<file path="config.mk">
export PLATFORM = sky130hd
export DESIGN_NAME = x64_unwind_code_slot_decoder_core
export DESIGN_NICKNAME = d
export VERILOG_FILES = /design/src/rtl/core/x64uw_pkg.sv /design/src/rtl/core/x64uw_decode.sv /design/src/rtl/core/x64_unwind_code_slot_decoder_core.sv
export SDC_FILE = /design/constraint.sdc
export NUM_CORES = 1
export LEC_CHECK = 0
export ABC_CLOCK_PERIOD_IN_PS = 10100
export BUFFER_PORTS_ARGS = -buffer_cell sky130_fd_sc_hd__buf_2
export CORE_MARGIN = 5
export CORE_UTILIZATION = 40
export CTS_CLUSTER_SIZE = 10
export DETAILED_ROUTE_END_ITERATION = 7
export SLEW_MARGIN = 20
export SYNTH_ARGS = -nofsm -noshare
export SYNTH_HDL_FRONTEND = slang
export SYNTH_SLANG_ARGS = --single-unit
</file>
<file path="constraint.sdc">
create_clock -name clk -period 10.1 [get_ports clk]
set_clock_uncertainty 0.1 [all_clocks]
set_input_delay 0 -clock clk [delete_from_list [all_inputs] [get_ports clk]]
set_output_delay 0 -clock clk [all_outputs]
set_load 0.05 [all_outputs]
</file>
<file path="src/rtl/core/x64uw_pkg.sv">
`default_nettype none
package x64uw_pkg;

	localparam int unsigned CFG_IDX_W = 2;
	localparam int unsigned CFG_DATA_W = 8;
	localparam int unsigned S_TDATA_W = 16;
	localparam int unsigned M_TDATA_W = 56;
	localparam int unsigned M_TUSER_W = 7;

	localparam logic [CFG_IDX_W-1:0] CFG_UNWIND_VERSION = 2'd0;
	localparam logic [CFG_IDX_W-1:0] CFG_PROLOGUE_SIZE  = 2'd1;

	localparam logic [1:0] VER_1 = 2'd1;
	localparam logic [1:0] VER_2 = 2'd2;
	localparam logic [1:0] VERSION_RESET = VER_1;

	localparam logic [2:0] ST_OK        = 3'd0;
	localparam logic [2:0] ST_WARN      = 3'd1;
	localparam logic [2:0] ST_BAD_ORDER = 3'd2;
	localparam logic [2:0] ST_TRUNC     = 3'd3;
	localparam logic [2:0] ST_BAD_ALLOC = 3'd4;
	localparam logic [2:0] ST_BAD_MACH  = 3'd5;

	localparam logic [3:0] OPC_PUSH        = 4'd0;
	localparam logic [3:0] OPC_ALLOC_LARGE = 4'd1;
	localparam logic [3:0] OPC_ALLOC_SMALL = 4'd2;
	localparam logic [3:0] OPC_SET_FP      = 4'd3;
	localparam logic [3:0] OPC_SAVE        = 4'd4;
	localparam logic [3:0] OPC_SAVE_FAR    = 4'd5;
	localparam logic [3:0] OPC_EPILOG      = 4'd6;
	localparam logic [3:0] OPC_SPARE       = 4'd7;
	localparam logic [3:0] OPC_XMM         = 4'd8;
	localparam logic [3:0] OPC_XMM_FAR     = 4'd9;
	localparam logic [3:0] OPC_MACHFRAME   = 4'd10;

	localparam logic [3:0] KIND_OPAQUE = 4'd11;

	localparam logic [1:0] SLOTS_ONE   = 2'd1;
	localparam logic [1:0] SLOTS_TWO   = 2'd2;
	localparam logic [1:0] SLOTS_THREE = 2'd3;

	typedef struct packed {
		logic        halted;
		logic [1:0]  pending;
		logic [7:0]  held_off;
		logic [3:0]  held_opc;
		logic [3:0]  held_info;
		logic [1:0]  held_total;
		logic [31:0] acc;
		logic [7:0]  prev_off;
		logic        prev_valid;
	} uw_state_t;

	typedef struct packed {
		logic [2:0]  status;
		logic [3:0]  op_kind;
		logic [7:0]  code_offset;
		logic [3:0]  op_info;
		logic [3:0]  reg_number;
		logic [31:0] stack_offset;
		logic [1:0]  slot_count;
		logic        record_end;
	} uw_result_t;

	function automatic logic [3:0] kind_of(input logic [3:0] opc, input logic [1:0] ver);
		logic [3:0] k;
		begin
			if (opc > OPC_MACHFRAME)
				k = KIND_OPAQUE;
			else if ((opc == OPC_EPILOG || opc == OPC_SPARE) && ver != VER_2)
				k = KIND_OPAQUE;
			else
				k = opc;
			return k;
		end
	endfunction

endpackage
`default_nettype wire

</file>
<file path="src/rtl/core/x64uw_decode.sv">
`default_nettype none
module x64uw_decode (
	input  wire x64uw_pkg::uw_state_t  cur,
	input  wire logic [7:0]            lo,
	input  wire logic [7:0]            hi,
	input  wire logic                  last,
	input  wire logic [1:0]            version,
	input  wire logic [7:0]            prologue,
	output x64uw_pkg::uw_state_t       nxt,
	output x64uw_pkg::uw_result_t      res,
	output logic                       emit
);
	import x64uw_pkg::*;

	logic        fatal;
	logic [2:0]  fstat;
	logic [1:0]  fslots;
	logic [3:0]  fopc;
	logic [3:0]  finfo;
	logic [7:0]  foff;
	logic [15:0] word;
	logic [1:0]  received;
	logic [1:0]  pend_n;
	logic [31:0] acc_n;
	logic [3:0]  opc;
	logic [3:0]  info;
	logic        v2ep;
	logic        bad_off;
	logic [1:0]  need;
	logic [2:0]  stat;
	logic [3:0]  rnum;
	logic [31:0] stack;

	always_comb begin
		nxt      = cur;
		res      = '0;
		emit     = 1'b0;
		fatal    = 1'b0;
		fstat    = ST_OK;
		fslots   = SLOTS_ONE;
		fopc     = '0;
		finfo    = '0;
		foff     = '0;
		word     = {hi, lo};
		received = cur.held_total - cur.pending + 2'd1;
		pend_n   = cur.pending - 2'd1;
		acc_n    = '0;
		opc      = hi[3:0];
		info     = hi[7:4];
		v2ep     = (version == VER_2) && (opc == OPC_EPILOG);
		bad_off  = (!v2ep && (lo > prologue)) ||
			((version == VER_1) && cur.prev_valid && (lo > cur.prev_off));
		need     = SLOTS_ONE;
		stat     = ST_OK;
		rnum     = '0;
		stack    = '0;

		if (cur.halted) begin
			if (last) begin
				nxt.halted     = 1'b0;
				nxt.prev_off   = '0;
				nxt.prev_valid = 1'b0;
			end
		end else if (cur.pending != 2'd0) begin
			acc_n       = (received == SLOTS_TWO) ? {16'd0, word} : {word, cur.acc[15:0]};
			nxt.acc     = acc_n;
			nxt.pending = pend_n;
			if (pend_n != 2'd0) begin
				if (last) begin
					fatal  = 1'b1;
					fstat  = ST_TRUNC;
					fslots = received;
					fopc   = cur.held_opc;
					finfo  = cur.held_info;
					foff   = cur.held_off;
				end
			end else begin
				if (cur.held_total == SLOTS_THREE)
					stack = acc_n;
				else if (cur.held_opc == OPC_XMM)
					stack = {12'd0, acc_n[15:0], 4'd0};
				else
					stack = {13'd0, acc_n[15:0], 3'd0};
				emit             = 1'b1;
				res.status       = ST_OK;
				res.op_kind      = kind_of(cur.held_opc, version);
				res.code_offset  = cur.held_off;
				res.op_info      = cur.held_info;
				res.reg_number   = (cur.held_opc == OPC_ALLOC_LARGE) ? 4'd0 : cur.held_info;
				res.stack_offset = stack;
				res.slot_count   = cur.held_total;
				res.record_end   = last;
				nxt.held_off     = '0;
				nxt.held_opc     = '0;
				nxt.held_info    = '0;
				nxt.held_total   = '0;
				nxt.acc          = '0;
				if (last) begin
					nxt.prev_off   = '0;
					nxt.prev_valid = 1'b0;
				end
			end
		end else begin
			fopc  = opc;
			finfo = info;
			foff  = lo;
			if (bad_off) begin
				fatal = 1'b1;
				fstat = ST_BAD_ORDER;
			end else begin
				nxt.prev_off   = lo;
				nxt.prev_valid = 1'b1;
				case (opc)
					OPC_PUSH: rnum = info;
					OPC_ALLOC_LARGE: begin
						if (info == 4'd0)
							need = SLOTS_TWO;
						else if (info == 4'd1)
							need = SLOTS_THREE;
						else begin
							fatal = 1'b1;
							fstat = ST_BAD_ALLOC;
						end
					end
					OPC_ALLOC_SMALL: stack = {25'd0, ({1'b0, info} + 5'd1), 2'd0} << 1;
					OPC_SET_FP: if (info != 4'd0) stat = ST_WARN;
					OPC_SAVE, OPC_XMM: need = SLOTS_TWO;
					OPC_SAVE_FAR, OPC_XMM_FAR: need = SLOTS_THREE;
					OPC_EPILOG: begin
						if (version == VER_2)
							stack = {20'd0, info, lo};
						else
							stat = ST_WARN;
					end
					OPC_SPARE: if (version != VER_2) stat = ST_WARN;
					OPC_MACHFRAME: begin
						if (info > 4'd1) begin
							fatal = 1'b1;
							fstat = ST_BAD_MACH;
						end
					end
					default: stat = ST_WARN;
				endcase
				if (!fatal) begin
					if (need != SLOTS_ONE) begin
						if (last) begin
							fatal = 1'b1;
							fstat = ST_TRUNC;
						end else begin
							nxt.held_off   = lo;
							nxt.held_opc   = opc;
							nxt.held_info  = info;
							nxt.held_total = need;
							nxt.pending    = need - 2'd1;
							nxt.acc        = '0;
						end
					end else begin
						emit             = 1'b1;
						res.status       = stat;
						res.op_kind      = kind_of(opc, version);
						res.code_offset  = lo;
						res.op_info      = info;
						res.reg_number   = rnum;
						res.stack_offset = stack;
						res.slot_count   = SLOTS_ONE;
						res.record_end   = last;
						if (last) begin
							nxt.prev_off   = '0;
							nxt.prev_valid = 1'b0;
						end
					end
				end
			end
		end

		if (fatal) begin
			emit             = 1'b1;
			res.status       = fstat;
			res.op_kind      = kind_of(fopc, version);
			res.code_offset  = foff;
			res.op_info      = finfo;
			res.reg_number   = '0;
			res.stack_offset = '0;
			res.slot_count   = fslots;
			res.record_end   = 1'b1;
			nxt              = '0;
			nxt.halted       = !last;
		end
	end

endmodule
`default_nettype wire

</file>
<file path="src/rtl/core/x64_unwind_code_slot_decoder_core.sv">
`default_nettype none
// Decodes a Windows x64 unwind-code array one 16-bit slot per beat, taking a new slot every
// clock cycle unless m_axis_tready stalls the output. A slot passes an input register, is
// decoded combinationally against the running record state and lands in the result
// register; operations with operand slots give their single result on their last slot. Fatal
// errors end the record and the remaining slots up to tlast are dropped. Status and kind
// ride on tuser, record end on tlast. Write unwind_version and prologue_size only while the
// block is idle; both reset to 1 and 0.
module x64_unwind_code_slot_decoder_core (
	input  wire logic                                  clk,
	input  wire logic                                  arst_n,
	input  wire logic                                  cfg_valid,
	output logic                                       cfg_ready,
	input  wire logic [x64uw_pkg::CFG_IDX_W-1:0]       cfg_index,
	input  wire logic [x64uw_pkg::CFG_DATA_W-1:0]      cfg_data,
	input  wire logic                                  s_axis_tvalid,
	output logic                                       s_axis_tready,
	// offset_byte, info_byte
	input  wire logic [x64uw_pkg::S_TDATA_W-1:0]       s_axis_tdata,
	input  wire logic                                  s_axis_tlast,
	output logic                                       m_axis_tvalid,
	input  wire logic                                  m_axis_tready,
	// code_offset, op_info, reg_number, stack_offset, slot_count, zero pad
	output logic [x64uw_pkg::M_TDATA_W-1:0]            m_axis_tdata,
	// status, op_kind
	output logic [x64uw_pkg::M_TUSER_W-1:0]            m_axis_tuser,
	output logic                                       m_axis_tlast
);
	import x64uw_pkg::*;

	logic        valid_s1;
	logic [7:0]  lo_s1;
	logic [7:0]  hi_s1;
	logic        last_s1;
	logic [1:0]  version_q;
	logic [7:0]  prologue_q;
	uw_state_t   state_q;
	uw_state_t   state_nxt;
	uw_result_t  res_nxt;
	uw_result_t  res_q;
	logic        emit;
	logic        out_valid_q;
	logic        out_free;
	logic        fire;

	assign cfg_ready     = 1'b1;
	assign out_free      = !out_valid_q || m_axis_tready;
	assign fire          = valid_s1 && out_free;
	assign s_axis_tready = !valid_s1 || fire;

	always_ff @(posedge clk or negedge arst_n) begin
		if (!arst_n) begin
			version_q  <= VERSION_RESET;
			prologue_q <= '0;
		end else if (cfg_valid) begin
			case (cfg_index)
				CFG_UNWIND_VERSION: version_q <= cfg_data[1:0];
				CFG_PROLOGUE_SIZE:  prologue_q <= cfg_data;
				default: ;
			endcase
		end
	end

	// input register
	always_ff @(posedge clk or negedge arst_n) begin
		if (!arst_n)
			valid_s1 <= 1'b0;
		else if (s_axis_tready)
			valid_s1 <= s_axis_tvalid;
	end

	always_ff @(posedge clk) begin
		if (s_axis_tvalid && s_axis_tready) begin
			lo_s1   <= s_axis_tdata[7:0];
			hi_s1   <= s_axis_tdata[15:8];
			last_s1 <= s_axis_tlast;
		end
	end

	x64uw_decode u_decode (
		.cur      (state_q),
		.lo       (lo_s1),
		.hi       (hi_s1),
		.last     (last_s1),
		.version  (version_q),
		.prologue (prologue_q),
		.nxt      (state_nxt),
		.res      (res_nxt),
		.emit     (emit)
	);

	always_ff @(posedge clk or negedge arst_n) begin
		if (!arst_n)
			state_q <= '0;
		else if (fire)
			state_q <= state_nxt;
	end

	// result register
	always_ff @(posedge clk or negedge arst_n) begin
		if (!arst_n)
			out_valid_q <= 1'b0;
		else if (out_free)
			out_valid_q <= fire && emit;
	end

	always_ff @(posedge clk) begin
		if (fire && emit)
			res_q <= res_nxt;
	end

	assign m_axis_tvalid = out_valid_q;
	assign m_axis_tdata  = {6'd0, res_q.slot_count, res_q.stack_offset, res_q.reg_number,
		res_q.op_info, res_q.code_offset};
	assign m_axis_tuser  = {res_q.op_kind, res_q.status};
	assign m_axis_tlast  = res_q.record_end;

	a_halt_idle: assert property (@(posedge clk) disable iff (!arst_n)
		state_q.halted |-> (state_q.pending == 2'd0))
		else $error("halted with operand slots pending");

	a_pending_bound: assert property (@(posedge clk) disable iff (!arst_n)
		(state_q.pending != 2'd0) |-> (state_q.pending < state_q.held_total))
		else $error("pending slot count exceeds operation size");

	a_fatal_ends: assert property (@(posedge clk) disable iff (!arst_n)
		(fire && emit && res_nxt.status > ST_WARN) |-> res_nxt.record_end)
		else $error("fatal result does not end record");

	a_halt_silent: assert property (@(posedge clk) disable iff (!arst_n)
		(fire && state_q.halted) |-> !emit)
		else $error("result emitted while discarding");

	a_out_load: assert property (@(posedge clk) disable iff (!arst_n)
		(fire && emit) |=> m_axis_tvalid)
		else $error("decoded result not presented");

endmodule
`default_nettype wire
</file>
==> key figures, run 1 <==
Cells and area
  • Area Growth Syn to Fin: 19.14%
  • Non-Filler Instances: around 1,100
  • # diodes: 0
  • Fraction of layout cells with a size suffix above 1: between 20% and 30%
  • Fin nets: approximately 870
  • Commonest cells after routing, fill and taps aside: buf_2 (91), nand2_1 (89), edfxtp_1 (75)
  • Commonest non-fill, non-tap cell in the layout: buf_2

Drt
  • Final ANT Viol Nets: 0
  • Initial detailed-routing violation count: about 630
  • Total number of vias: 6,413
  • Vias per inst: between 6 and 7
  • Post-route DRC: 0
  • DRT Pass-1 Iters: 5
  • Final WL: about 23,000 µm
  • Routed wire per std cell: roughly 22 µm

Worst setup path
  • Crit path launch type: register
  • Critical path, cell by cell: inv_1 > ha_1 > nor2_1 > o41ai_1 > nand2_1 > ha_1 > inv_1 > a211oi_2 > nand2_1 > o211ai_1 > o221ai_1
  • Critical path's largest stage delay: 0.78 ns
  • WP data arrival: about 3.9 ns
  • Critical Path Sink Type: register
  • WP data required: ~10 ns
  • Worst-path fanout max: 12
  • Kind of critical path: reg -> reg
  • CP max stage cell: o211ai_1

Power
  • Psw: 1200 µW
  • Sw frac: 45.35%
  • Reg power frac: 33.1%
  • Logic gate share of total power: between 40% and 50%
  • Pwr/cell area: just under 300 nW/µm²
  • Clock power share: around a quarter
  • Pleak: about 0.0036 µW
  • Worst vdd ir: about 130 µV
  • Internal power: ~1400 µW

Timing
  • Pins Over Slew Limit: 0
  • Fin crit share: around two fifths
  • Final setup slack of the worst path: 6.220 ns
  • Final setup viols: 0
  • Tmin final: about 3.9 ns
  • Worst rel slew slack: between 20 and 30%
  • Final hold violations: 0
  • Maximum clock frequency: around 260 MHz
  • Final Hold Slack: about 0.12 ns
  • Setup TNS Final: 0 ns
  • Measured slew at the worst slew-check pin: roughly 1.1 ns
  • RSZ-0062 raised after global routing: false

Flow run
  • Max Cap Violations: 0

Clock network
  • CTS tree: built
  • Clk slew on worst S/H paths: 0.06 ns
  • Worst-Skew Late Latency: 0.43 ns
  • H-tree Lvls: 4
  • Maximum root-to-sink buffer count: 2
  • Number of buffers created by CTS: 17
  • TritonCTS Sinks: between 100 and 150
  • CTS Root Cell: clkbuf_16

Status
  • Status: completed

Synth
  • Synth async-reset ratio: a little over two fifths
  • Synth Register Bits: approximately 130
  • Number of synthesized flops with an enable pin: between 70 and 80
  • Commonest register cell after synthesis: edfxtp_1
  • Post-Synthesis Cell Area: between 7000 and 8000 µm²
  • Ys Warns: 0
  • Syn Area/Cell: ~10 µm²
  • Synth unique cells: just under 80
  • Cell count after synthesis: 717
  • Register area share after synthesis: 49.24%

Placement
  • Placed Cells: 994
  • Pre-CTS setup slack: roughly 6.3 ns
  • Buffers on Ports: ~90
  • Routability cong.: between 0.9 and 1
  • Final HPWL DP: between 15,000 and 20,000 µm

Global routing
  • Global-route wire length before repair: roughly 36,000 µm
  • Initial antenna violation count: 0
  • Vias in the first global route: 6,250
  • Grt ovf: 0
  • Largest net degree at the start of global routing: 59
  • GRT Util Overall: 21.60%

Floorplan
  • Die ar.: between 20,000 and 25,000 µm²
  • I/O pin count: 99
  • Core Box Area: approximately 19,000 µm²
  • Die X: about 150 µm
  • # rows: 50
  • Die Y: approximately 150 µm
  • Starting Density: 40.36%

Worst hold path
  • HP Class: in -> reg
-- power by group through the flow --
stage          clock (µW)  combinational (µW)  sequential (µW)
6_report              620                1150              877
2_1_floorplan           0                 585             1140
4_1_cts               630                1140              875
3_3_place_gp            0                1110              879
3_5_place_dp            0                1130              885
5_1_grt               655                1230              894
-- synth_stat cells, types with 5 or more instances --
cell / number / area share, %
nand4_1: 9 / 0.75
mux2_2: 10 / 1.5
clkbuf_1: 23 / 1.1
a211oi_1: 13 / 1.3
buf_4: 12 / 1.2
and2_1: 5 / 0.42
nor2_1: 37 / 1.8
ha_1: 22 / 3.7
o211ai_1: 8 / 0.80
nor2b_1: 12 / 1.0
nand2_1: 89 / 4.4
inv_1: 31 / 1.5
buf_2: 17 / 1.1
o31ai_1: 5 / 0.50
nand2b_1: 6 / 0.50
a22oi_1: 20 / 2.0
a21oi_1: 40 / 2.7
and3_1: 14 / 1.2
nor3_1: 5 / 0.33
dfrtp_1: 57 / 19
nand3_1: 13 / 0.86
a22o_1: 27 / 3.1
a31oi_1: 13 / 1.1
o22ai_1: 11 / 0.91
a311oi_1: 8 / 0.93
o21ai_0: 31 / 2.1
a32o_1: 9 / 1.2
edfxtp_1: 75 / 30
buf_6: 7 / 1.0
-- layout make-up --
| class | count | area [µm²] |
|---|---|---|
| Fill cell | 1696 | 9679 |
| Tap cell | 234 | 292.8 |
| Sequential cell | 133 | 3705 |
| Inverter | 31 | 116.4 |
| Clock inverter | 15 | 163.9 |
| Timing Repair Buffer | 133 | 853.3 |
| Multi-Input combinational cell | 496 | 3407 |
| Clock buffer | 17 | 425.4 |
-- worst paths after layout --
| path | to | cells after the start | slack [ns] | start |
|---|---|---|---|---|
| setup / recovery | m_axis_tdata[2] | 11 | 6.22 | hi_s1[5] |
| hold / removal | prologue_q[3] | 3 | 0.12 | cfg_index[1] |
| setup reg to reg | m_axis_tdata[2] | 11 | 6.22 | hi_s1[5] |
| hold reg to reg | state_q[6] | 2 | 0.39 | state_q[6] |
| max in group asynchronous | state_q[22] | 3 | 9.17 | arst_n |
| min in group asynchronous | state_q[52] | 3 | 0.18 | arst_n |
-- timing repair --
item | 4_1_cts | 5_1_grt
hold buffers | 33 | 0
setup buffers | 0 | 0
gates resized for setup | 0 | 0
hold endpoints to repair | 86 | 0
-- sequential cells by signal, summed over array words and instances, names as in the netlist --
name and flops:
m_axis_tuser 7, version_q 2, state_q 46, m_axis_tlast 1
m_axis_tdata 50, last_s1 1, hi_s1 8, m_axis_tvalid 1
lo_s1 8, valid_s1 1, prologue_q 8
-- kinds of logic (layout without fill, tap and decap cells) --
logic type | Yosys count | after routing | synth area share (%)
buffers and inverters | 93 | 196 | 6.220
AND/OR/NAND/NOR | 218 | 218 | 14.88
flip-flops | 133 | 133 | 49.24
XOR/XNOR | 4 | 4 | 0.6486
other | 2 | 7 | 0.09982
adder cells (fa/ha/maj) | 22 | 22 | 3.659
multiplexers | 14 | 14 | 2.528
AO/OA/AOI/OAI | 231 | 231 | 22.72
-- stage by stage --
stage          instance area [µm²]  power [µW]  util [%]
2_1_floorplan                 7542        1728         -
3_3_place_gp                  8039        1988     43.12
3_5_place_dp                  8039        2013     43.12
4_1_cts                       8959        2648     48.05
5_1_grt                       8964        2777     48.08
6_report                      8964        2647     48.08
-- critical path: cells and delay by family (launching register included) --
| kind | cells | cell delay [ns] |
|---|---|---|
| buf+inv | 2 | 0.35 |
| fa+ha+maj | 2 | 0.47 |
| flops | 1 | 0.66 |
| compound gates | 4 | 1.56 |
| simple gates | 3 | 0.44 |
-- per-layer routing --
layer | global-route usage, % | routed length [µm]
met5 | 0 | 0
met4 | 6.710 | 580
met3 | 5.028 | 1862
met2 | 34.54 | 10630
met1 | 29.33 | 9922
(Power assumes the default switching activity.)
==> inputs of run 2 (changes only) <==
--- a/config.mk
+++ b/config.mk
@@ -5,7 +5,7 @@
 export SDC_FILE = /design/constraint.sdc
 export NUM_CORES = 1
 export LEC_CHECK = 0
-export ABC_CLOCK_PERIOD_IN_PS = 10100
+export ABC_CLOCK_PERIOD_IN_PS = 4050
 export BUFFER_PORTS_ARGS = -buffer_cell sky130_fd_sc_hd__buf_2
 export CORE_MARGIN = 5
 export CORE_UTILIZATION = 40
==> constraint.sdc (replaced) <==
create_clock -name clk -period 4.05 [get_ports clk]
set_clock_uncertainty 0.1 [all_clocks]
set_input_delay 0 -clock clk [delete_from_list [all_inputs] [get_ports clk]]
set_output_delay 0 -clock clk [all_outputs]
set_load 0.05 [all_outputs]
==> key figures, run 2 (synthesis gave the netlist of run 1 again) <==
Timing
  • Worst rel slew slack: 30.12%
  • RSZ-0062 raised after global routing: false
  • Tmin final: roughly 3.7 ns
  • Final Hold Slack: between 0.1 and 0.15 ns
  • Final hold violations: 0
  • Pins Over Slew Limit: 0
  • Measured slew at the worst slew-check pin: between 1 and 1.5 ns
  • Fin crit share: 92.30%
  • Setup TNS Final: 0 ns
  • Final setup viols: 0
  • Maximum clock frequency: between 200 and 300 MHz

Global routing
  • GRT Util Overall: a little over a fifth
  • Largest net degree at the start of global routing: 40
  • Initial antenna violation count: 1
  • Vias in the first global route: roughly 6,500
  • Global-route wire length before repair: roughly 37,000 µm
  • Grt ovf: 0

Worst hold path
  • HP Class: in -> reg

Placement
  • Routability cong.: around 0.96
  • Placed Cells: 1,021
  • Final HPWL DP: 17,060 µm
  • Buffers on Ports: between 90 and 100

Drt
  • Total number of vias: 6,510
  • Final ANT Viol Nets: 0
  • Routed wire per std cell: 21.54 µm
  • DRT Pass-1 Iters: 5
  • Post-route DRC: 0
  • Final WL: ~23,000 µm
  • Initial detailed-routing violation count: roughly 760
  • Vias per inst: 5.983

Cells and area
  • Area Growth Syn to Fin: 22.37%
  • Max reg flops: 50
  • Commonest non-fill, non-tap cell in the layout: buf_2
  • # diodes: 0
  • Fraction of layout cells with a size suffix above 1: 22.72%
  • Fin nets: a little under 900
  • Commonest cells after routing, fill and taps aside: buf_2 (91), nand2_1 (89), edfxtp_1 (75)
  • Non-Filler Instances: 1,088

Floorplan
  • # rows: 50
  • Starting Density: slightly above 40%
  • Die Y: between 100 and 150 µm
  • Die ar.: between 20,000 and 25,000 µm²
  • I/O pin count: a little under 100
  • Die X: roughly 150 µm
  • Core Box Area: approximately 19,000 µm²

Clock network
  • Number of buffers created by CTS: 17
  • Post-cts sizing count: 0
  • Maximum root-to-sink buffer count: 2
  • CTS tree: built
  • Worst-Skew Late Latency: ~0.43 ns
  • TritonCTS Sinks: approximately 130
  • Clk slew on worst S/H paths: about 0.06 ns
  • CTS Root Cell: clkbuf_16
  • H-tree Lvls: 4

Worst setup path
  • Critical Path Sink Type: register
  • Critical path, cell by cell: inv_1 > ha_1 > nand4_1 > o2111ai_1 > a21o_1 > o21a_1 > a31oi_2 > buf_4 > o32ai_1
  • Kind of critical path: reg -> reg
  • WP data arrival: 3.80 ns
  • Cell family with most CP delay: compound AO/OA/AOI/OAI gates
  • Bufs and invs on worst path: 2
  • Worst-path fanout max: 20
  • Critical path's largest stage delay: 0.64 ns
  • WP data required: 4.11 ns
  • Crit path launch type: register
  • CP max stage cell: edfxtp_1

Power
  • Pwr/cell area: 730.3 nW/µm²
  • Worst vdd ir: 331.6 µV
  • Pleak: 0.003783 µW

Flow run
  • Max Cap Violations: 0

Status
  • Status: completed
## run 2: cell types whose count changed in the layout (fill, tap and decap cells not counted), moves of 2 or more
cell,previous run,this run
buf_12,0,2
buf_4,9,34
clkinvlp_4,4,1
dlygate4sd3_1,33,35
inv_6,0,2
## run 2: final timing paths
| kind | to | startpoint | depth (start not counted) | slack (ns) |
|---|---|---|---|---|
| worst max-delay path | m_axis_tuser[0] | lo_s1[0] | 9 | 0.31 |
| worst min-delay path | prologue_q[1] | cfg_valid | 3 | 0.14 |
| worst max register to register | m_axis_tuser[0] | lo_s1[0] | 9 | 0.31 |
| worst min register to register | state_q[8] | state_q[8] | 2 | 0.39 |
| max in group asynchronous | valid_s1 | arst_n | 4 | 2.38 |
| min in group asynchronous | state_q[24] | arst_n | 3 | 0.52 |
## run 2: tightest hold or removal path: stages
cell	delay [ns]
buf_2	0.11
nand3b_1	0.31
mux2_2	0.22
## run 2: routing by layer
layer | GRT usage (%) | share of wire, % | vias up
met1 | 28.55 | 43 | 3144
li1 | - | - | 2967
met4 | 8.807 | 3.3 | 2
met3 | 3.825 | 7.2 | 65
met5 | 0 | 0.030 | -
met2 | 35.41 | 47 | 332
## run 2: final cells by class
| cell class | instances | area, µm² |
|---|---|---|
| Multi-Input combinational cell | 496 | 3402 |
| Timing Repair Buffer | 162 | 1101 |
| Fill cell | 1704 | 9437 |
| Inverter | 31 | 116.4 |
| Sequential cell | 133 | 3705 |
| Clock inverter | 14 | 160.2 |
| Clock buffer | 18 | 429.2 |
| Tap cell | 234 | 292.8 |
## run 2: per-stage QoR
step	cell area, µm²	worst slack [ns]	util [%]	total power (µW)
detailed placement	8267	0.3663	44.34	5133
global placement	8267	0.4166	44.34	5087
floorplan	7548	0.08121	-	4298
CTS	9206	0.3133	49.38	6727
global route	9206	0.1716	49.38	7047
finish	9206	0.3119	49.38	6723
## run 2: what timing repair did
action | CTS | global route
setup buffers | 0 | 0
hold endpoints to repair | 48 | 0
hold buffers | 35 | 0
## run 2: where the power goes
| part | leakage, µW | switching [µW] | internal (µW) | total (µW) |
|---|---|---|---|---|
| combinational | 0.00200 | 2180 | 856 | 3040 |
| sequential | 0.00150 | 231 | 1900 | 2130 |
| clock | 0.000289 | 588 | 963 | 1550 |
